## src/design/pbs_pkg.sv

```systemverilog
`default_nettype none

package pbs_pkg;

   localparam int TIME_W     = 32;
   localparam int BUF_SIZE_W = 7;

   localparam logic [TIME_W-1:0]     TIME_MAX     = {TIME_W{1'b1}};
   localparam logic [BUF_SIZE_W-1:0] BUF_SIZE_RST = BUF_SIZE_W'(64);

   typedef logic [TIME_W-1:0] time_type;

   // broadcast along the chain
   typedef struct packed {
      logic     shift;
      time_type wr_data;
   } cell_ctl_type;

endpackage

`default_nettype wire

```

## src/design/packet_buffer_scheduler.sv

```systemverilog
// Packet buffer scheduler: a bounded buffer of finish times in front of one
// processor. Each input word carries an arrival time and a duration; each
// yields exactly one result word: dropped, or accepted with its start time.
// Input channel req_*: word taken when req_valid is high and req_stall low.
// Result channel rsp_*: word taken when rsp_valid is high and rsp_stall low.
// csr_wr_en / csr_wr_data set buffer_size (0 acts as 1, above DEPTH as DEPTH);
// write it only while the block is idle.
// rsp_valid rises in the cycle after acceptance; one word per cycle is
// sustained while rsp_stall is low. The rate is set by the feedback through
// the latest-finish register: compare with the head cell, max, saturating add.
// The buffer is a chain of DEPTH cells with the oldest entry in cell 0; on a
// retire every cell loads its upper neighbor, and the new entry is written at
// the fill position.
// While a result waits under rsp_stall, req_stall is raised and nothing is
// lost. Reset empties the buffer, clears the latest finish to 0 and sets
// buffer_size to 64; the cells keep their contents, with no clearing pass.
`default_nettype none

module packet_buffer_scheduler
   import pbs_pkg::*;
#(
   parameter int DEPTH = 64
) (
   input  wire                   clock,
   input  wire                   reset,
   input  wire                   req_valid,
   output logic                  req_stall,
   input  wire  [TIME_W-1:0]     req_arrival_time,
   input  wire  [TIME_W-1:0]     req_duration,
   output logic                  rsp_valid,
   input  wire                   rsp_stall,
   output logic                  rsp_dropped,
   output logic [TIME_W-1:0]     rsp_start_time,
   input  wire                   csr_wr_en,
   input  wire  [BUF_SIZE_W-1:0] csr_wr_data
);

   localparam int OCC_W = $clog2(DEPTH + 1);

   logic [BUF_SIZE_W-1:0] buf_size_ff;
   logic [OCC_W-1:0]      occ_ff, occ_in;
   time_type              latest_ff, latest_in;
   logic                  rsp_valid_ff, rsp_valid_in;
   logic                  rsp_dropped_ff;
   time_type              rsp_start_ff;

   time_type     cell_q [DEPTH];
   logic         cell_sel [DEPTH];
   cell_ctl_type ctl;

   logic [31:0]      cap;
   logic             full, drop, accept;
   time_type         start;
   logic [TIME_W:0]  sum;
   time_type         finish;
   logic [OCC_W-1:0] wr_pos;

   assign req_stall = rsp_valid_ff & rsp_stall;
   assign accept    = req_valid & ~req_stall;

   always_comb begin
      if (buf_size_ff == '0) begin
         cap = 32'd1;
      end else if (32'(buf_size_ff) > 32'(DEPTH)) begin
         cap = 32'(DEPTH);
      end else begin
         cap = 32'(buf_size_ff);
      end
   end

   assign full   = 32'(occ_ff) >= cap;
   assign drop   = full & (req_arrival_time < cell_q[0]);
   assign start  = (req_arrival_time > latest_ff) ? req_arrival_time : latest_ff;
   assign sum    = {1'b0, start} + {1'b0, req_duration};
   assign finish = sum[TIME_W] ? TIME_MAX : sum[TIME_W-1:0];

   assign ctl.shift   = accept & full & ~drop;
   assign ctl.wr_data = finish;
   assign wr_pos      = full ? (occ_ff - OCC_W'(1)) : occ_ff;

   genvar i;
   generate
      for (i = 0; i < DEPTH; i++) begin : g_cell
         time_type upper;
         if (i == DEPTH - 1) begin : g_last
            assign upper = cell_q[i];
         end else begin : g_mid
            assign upper = cell_q[i+1];
         end
         assign cell_sel[i] = accept & ~drop & (wr_pos == OCC_W'(i));
         pbs_cell u_cell (
            .clock  (clock),
            .ctl    (ctl),
            .sel    (cell_sel[i]),
            .upper  (upper),
            .finish (cell_q[i])
         );
      end
   endgenerate

   always_comb begin
      occ_in    = occ_ff;
      latest_in = latest_ff;
      if (accept && !drop) begin
         latest_in = finish;
         if (!full) begin
            occ_in = occ_ff + OCC_W'(1);
         end
      end
   end

   assign rsp_valid_in = accept | (rsp_valid_ff & rsp_stall);

   always_ff @(posedge clock) begin
      if (reset) begin
         buf_size_ff  <= BUF_SIZE_RST;
         occ_ff       <= '0;
         latest_ff    <= '0;
         rsp_valid_ff <= 1'b0;
      end else begin
         if (csr_wr_en) begin
            buf_size_ff <= csr_wr_data;
         end
         occ_ff       <= occ_in;
         latest_ff    <= latest_in;
         rsp_valid_ff <= rsp_valid_in;
      end
   end

   always_ff @(posedge clock) begin
      if (accept) begin
         rsp_dropped_ff <= drop;
         rsp_start_ff   <= drop ? '0 : start;
      end
   end

   assign rsp_valid      = rsp_valid_ff;
   assign rsp_dropped    = rsp_dropped_ff;
   assign rsp_start_time = rsp_start_ff;

   a_occ_bound: assert property (@(posedge clock) disable iff (reset)
      32'(occ_ff) <= 32'(DEPTH))
      else $error("occupancy above depth");

   a_drop_keeps_occ: assert property (@(posedge clock) disable iff (reset)
      accept && drop |=> $stable(occ_ff) && $stable(latest_ff))
      else $error("drop changed buffer state");

   a_latest_grows: assert property (@(posedge clock) disable iff (reset)
      accept && !drop |=> latest_ff >= $past(start))
      else $error("latest finish below start");

   a_stall_only_held: assert property (@(posedge clock) disable iff (reset)
      req_stall |-> rsp_valid_ff)
      else $error("input stalled with no pending word");

   a_shift_only_full: assert property (@(posedge clock) disable iff (reset)
      ctl.shift |-> occ_ff != '0)
      else $error("retire from empty buffer");

endmodule

`default_nettype wire

```

## src/design/pbs_cell.sv

```systemverilog
`default_nettype none

module pbs_cell
   import pbs_pkg::*;
(
   input  wire               clock,
   input  wire cell_ctl_type ctl,
   input  wire               sel,
   input  wire time_type     upper,
   output time_type          finish
);

   time_type finish_ff;
   time_type finish_in;

   always_comb begin
      if (sel) begin
         finish_in = ctl.wr_data;
      end else if (ctl.shift) begin
         finish_in = upper;
      end else begin
         finish_in = finish_ff;
      end
   end

   always_ff @(posedge clock) begin
      finish_ff <= finish_in;
   end

   assign finish = finish_ff;

endmodule

`default_nettype wire
```

## config.mk

```make
export PLATFORM = sky130hd
export DESIGN_NAME = packet_buffer_scheduler
export DESIGN_NICKNAME = d
export VERILOG_FILES = /design/src/design/pbs_pkg.sv /design/src/design/packet_buffer_scheduler.sv /design/src/design/pbs_cell.sv
export SDC_FILE = /design/constraint.sdc
export NUM_CORES = 2
export LEC_CHECK = 0
export ABC_CLOCK_PERIOD_IN_PS = 5400
export BUFFER_PORTS_ARGS = -buffer_cell sky130_fd_sc_hd__buf_2
export CORE_ASPECT_RATIO = 1.5
export CORE_MARGIN = 5
export CORE_UTILIZATION = 35
export DETAILED_ROUTE_END_ITERATION = 12
export PLACE_DENSITY = 0.61
export SLEW_MARGIN = 5
export SYNTH_ARGS = -nofsm -noshare
export SYNTH_HDL_FRONTEND = slang
export SYNTH_SLANG_ARGS = --single-unit
```

## constraint.sdc

```tcl
create_clock -name clock -period 5.4 [get_ports clock]
set_clock_uncertainty 0.15 [all_clocks]
set_input_delay 0.54 -clock clock [delete_from_list [all_inputs] [get_ports clock]]
set_output_delay 0.54 -clock clock [all_outputs]
set_load 0.02 [all_outputs]
```

==> reports/metrics.yaml <==
gp_congestion: 0.9006
routed_wl_um: 262400
syn-instance-count: 5620
portBuffers: 110
period_needed_ns: 5.556
status: "finished with violations"
grt_pass1_wl_um: 380300
start_util_pct: 35.07
mappedNetlistArea_sq_um: 94780
antenna_found_initial: 20
synth.yosys.seq_area_share_pct: 66.92
rows: 234
cts_tree: "yes"
ys_ff_latch: 2128
die_w_um: 434.9
drive_above_1_share_pct: 27.83
p_per_area_nw_per_um2: 393.8
postSynthAreaPerCell_sq_um: 16.86
rsz0062_at_grt: "yes"
violations: "setup timing"
cts_max_level: 4
r2r_slack_ns: -0.16
grtUsageTotal_pct: 17.86
grt_max_degree: 69
regArea_sq_um: 63460
finalSetupViolations: 696
grt_pass1_vias: 55332
dr_total_vias: 53047
overflow: 0
drv_cap: 0
async_flop_share_pct: 0
dp_worst_setup_slack_ns: -1.169
synth_cell_types: 76
finalWorstSetupSlack_ns: -0.1558
maxSlewViolCount: 0
coreArea_sq_um: 270200
timing.max_slew.rel_slack_pct: 12.49
dp_hpwl_um: 168300
crit_path_max_fanout: 32
fp.dieH_um: 647.3
synth.area.mux_share_pct: 20.09
cp.arrival_ns: 6.00
n_fill_cell: 23784
criticalPathCategory: "register to register"
cts_buffer_depth: 4
yosysWarnings: 0
cp-end-kind: "register"
dpl_cell_area_sq_um: 103900
layout_common_cells: "edfxtp_1, mux2_1, buf_4, mux2_2, o32a_1"
holdWs_ns: 0.1218
clkSinkCount: 2128
synth-simple-area-share_pct: 2.433
wl_per_cell_um: 26.74
worst_pin_slew_ns: 1.308
synth-main-ff-cell: "edfxtp_1"
synth_nets: 5801
synth_top_family_by_area: "multiplexers"
power_leakage_uw: 0.03801
firstDrtPassIters: 6
drt_iter0_markers: 3659
clk_latency_ns: 0.86
io_pins: 111
routed_via_density: 5.405
final_nets: 6303
timing.final.crit_share_pct: 102.9
syn_to_final_growth_pct: 19.56
root_buffer: "clkbuf_16"
drcViolationCount: 0
critical_path_required_ns: 5.84
hold_class: "input port to register"
multi_input_area_sq_um: 31030
synth_compound_area_share_pct: 6.014
vdd_drop_max_v: 0.0003316
hold_viol: 0
tns_ns: -36.95
fin_area_sq_um: 113300
synthAdderAreaFrac_pct: 1.394
fmax_mhz: 180.0
numCtsBuffers: 201
ant_nets: 0
final_common_cell: "edfxtp_1"
clk_pin_slew_ns: 0.07
synth_edf_count: 2081
cp-start-kind: "register"
synth_xor_area_share_pct: 0.3327
dieArea_sq_um: 281500
[flip-flops by register name (all words and copies together) (netlist names)]
| register | count |
|---|---|
| g_cell.u_cell.finish | 2048 |
| latest_ff | 32 |
| rsp_start_time | 32 |
| buf_size_ff | 7 |
| occ_ff | 7 |
| rsp_dropped | 1 |
| rsp_valid | 1 |
[worst max-delay path: stages (launching register included)]
cell and delay, ns:
dfxtp_2 0.34, inv_2 0.05, ha_4 0.26, and3_4 0.17
nand4_1 0.14, nor3_2 0.23, nor2b_4 0.26, a311oi_4 0.08
nor3_4 0.23, buf_6 0.14, buf_12 0.14, mux2_4 0.34
ha_4 0.26, buf_6 0.12, a21o_1 0.22, a21oi_4 0.20
a211oi_4 0.10, o211a_4 0.28, o21bai_4 0.21, and2_4 0.22
buf_12 0.13, buf_16 0.14, buf_12 0.13, nand2_8 0.11
buf_12 0.19, mux2_1 0.34
[routing by layer]
layer	global-route usage [%]	part of all wire, %	vias to the layer above
li1	-	-	23225
met1	20.17	37	27798
met2	33.66	53	1447
met3	2.694	5.1	563
met4	7.125	5.0	14
met5	0	0.029	-
[area by class of cell]
| type | instances | share of cell area, % |
|---|---|---|
| Antenna cell | 2 | 0.004417 |
| Clock buffer | 249 | 4.671 |
| Clock inverter | 105 | 0.7663 |
| Inverter | 80 | 0.2672 |
| Multi-Input combinational cell | 2903 | 27.38 |
| Sequential cell | 2128 | 56.00 |
| Tap cell | 3540 | 3.909 |
| Timing Repair Buffer | 808 | 6.999 |
[report_power, final]
group / switching [uW] / total, uW / internal [uW] / leakage [uW]
Combinational: 7460 / 11700 / 4260 / 0.0157
Sequential: 207 / 19100 / 18900 / 0.0193
Clock: 6220 / 13800 / 7560 / 0.00300
Total: 13900 / 44600 / 30700 / 0.0380
[what timing repair did]
| item | 4_1_cts | 5_1_grt |
|---|---|---|
| endpoints found under the hold margin | 8 | 0 |
| pin swaps | 56 | 26 |
| buffers inserted | 58 | 9 |
| setup endpoints to repair | 2079 | 2022 |
| gates resized for setup | 302 | 73 |
| cloned | 22 | 12 |
| hold buffers | 17 | 0 |
[cells in the mapped netlist (7+ instances only)]
master / n / share of area [%]
a211oi_1: 13 / 0.10
a21boi_0: 26 / 0.21
a21o_1: 34 / 0.27
a21oi_1: 66 / 0.35
a311oi_1: 16 / 0.15
a31oi_1: 7 / 0.046
and2_1: 8 / 0.053
and3_1: 8 / 0.053
buf_1: 8 / 0.032
buf_2: 325 / 1.7
clkbuf_1: 167 / 0.66
dfxtp_1: 47 / 0.99
edfxtp_1: 2081 / 66
ha_1: 104 / 1.4
inv_1: 79 / 0.31
mux2_1: 1365 / 16
mux2_2: 318 / 3.8
mux2i_1: 9 / 0.095
nand2_1: 113 / 0.45
nand2b_1: 16 / 0.11
nand3_1: 26 / 0.14
nand4_1: 25 / 0.17
nor2_1: 72 / 0.29
nor2b_1: 16 / 0.11
nor3_1: 7 / 0.037
nor3_2: 36 / 0.38
nor3_4: 28 / 0.48
o211ai_1: 7 / 0.055
o21ai_0: 101 / 0.53
o22a_1: 110 / 1.0
o32a_1: 256 / 2.7
or3_1: 8 / 0.053
xnor2_1: 19 / 0.18
xor2_1: 17 / 0.16
[through the flow]
| stage | total power (uW) | utilization (%) | cells |
|---|---|---|---|
| 2_1_floorplan | 23390 | - | 5620 |
| 3_3_place_gp | 28970 | 38.43 | 9345 |
| 3_5_place_dp | 29070 | 38.43 | 9345 |
| 4_1_cts | 44450 | 41.69 | 9792 |
| 5_1_grt | 46050 | 41.93 | 9814 |
| 6_report | 44620 | 41.93 | 9815 |
[path summary, 6_finish.rpt]
check	start	endpoint	cells past startpoint
hold / removal	reset	buf_size_ff[3]	2
setup / recovery	latest_ff[9]	g_cell[43].u_cell.finish[27]	25
hold reg to reg	g_cell[30].u_cell.finish[24]	g_cell[29].u_cell.finish[24]	1
setup reg to reg	latest_ff[9]	g_cell[43].u_cell.finish[27]	25
[logic make-up (layout without fill, tap and decap cells)]
group / after synthesis / after routing
compound gates: 691 / 691
xor+xnor: 36 / 36
flops: 2128 / 2128
buf+inv: 589 / 1242
mux: 1692 / 1692
fa+ha+maj: 105 / 105
simple gates: 379 / 379
other cells: 0 / 2
No activity file was read; power rests on OpenSTA's default activity.
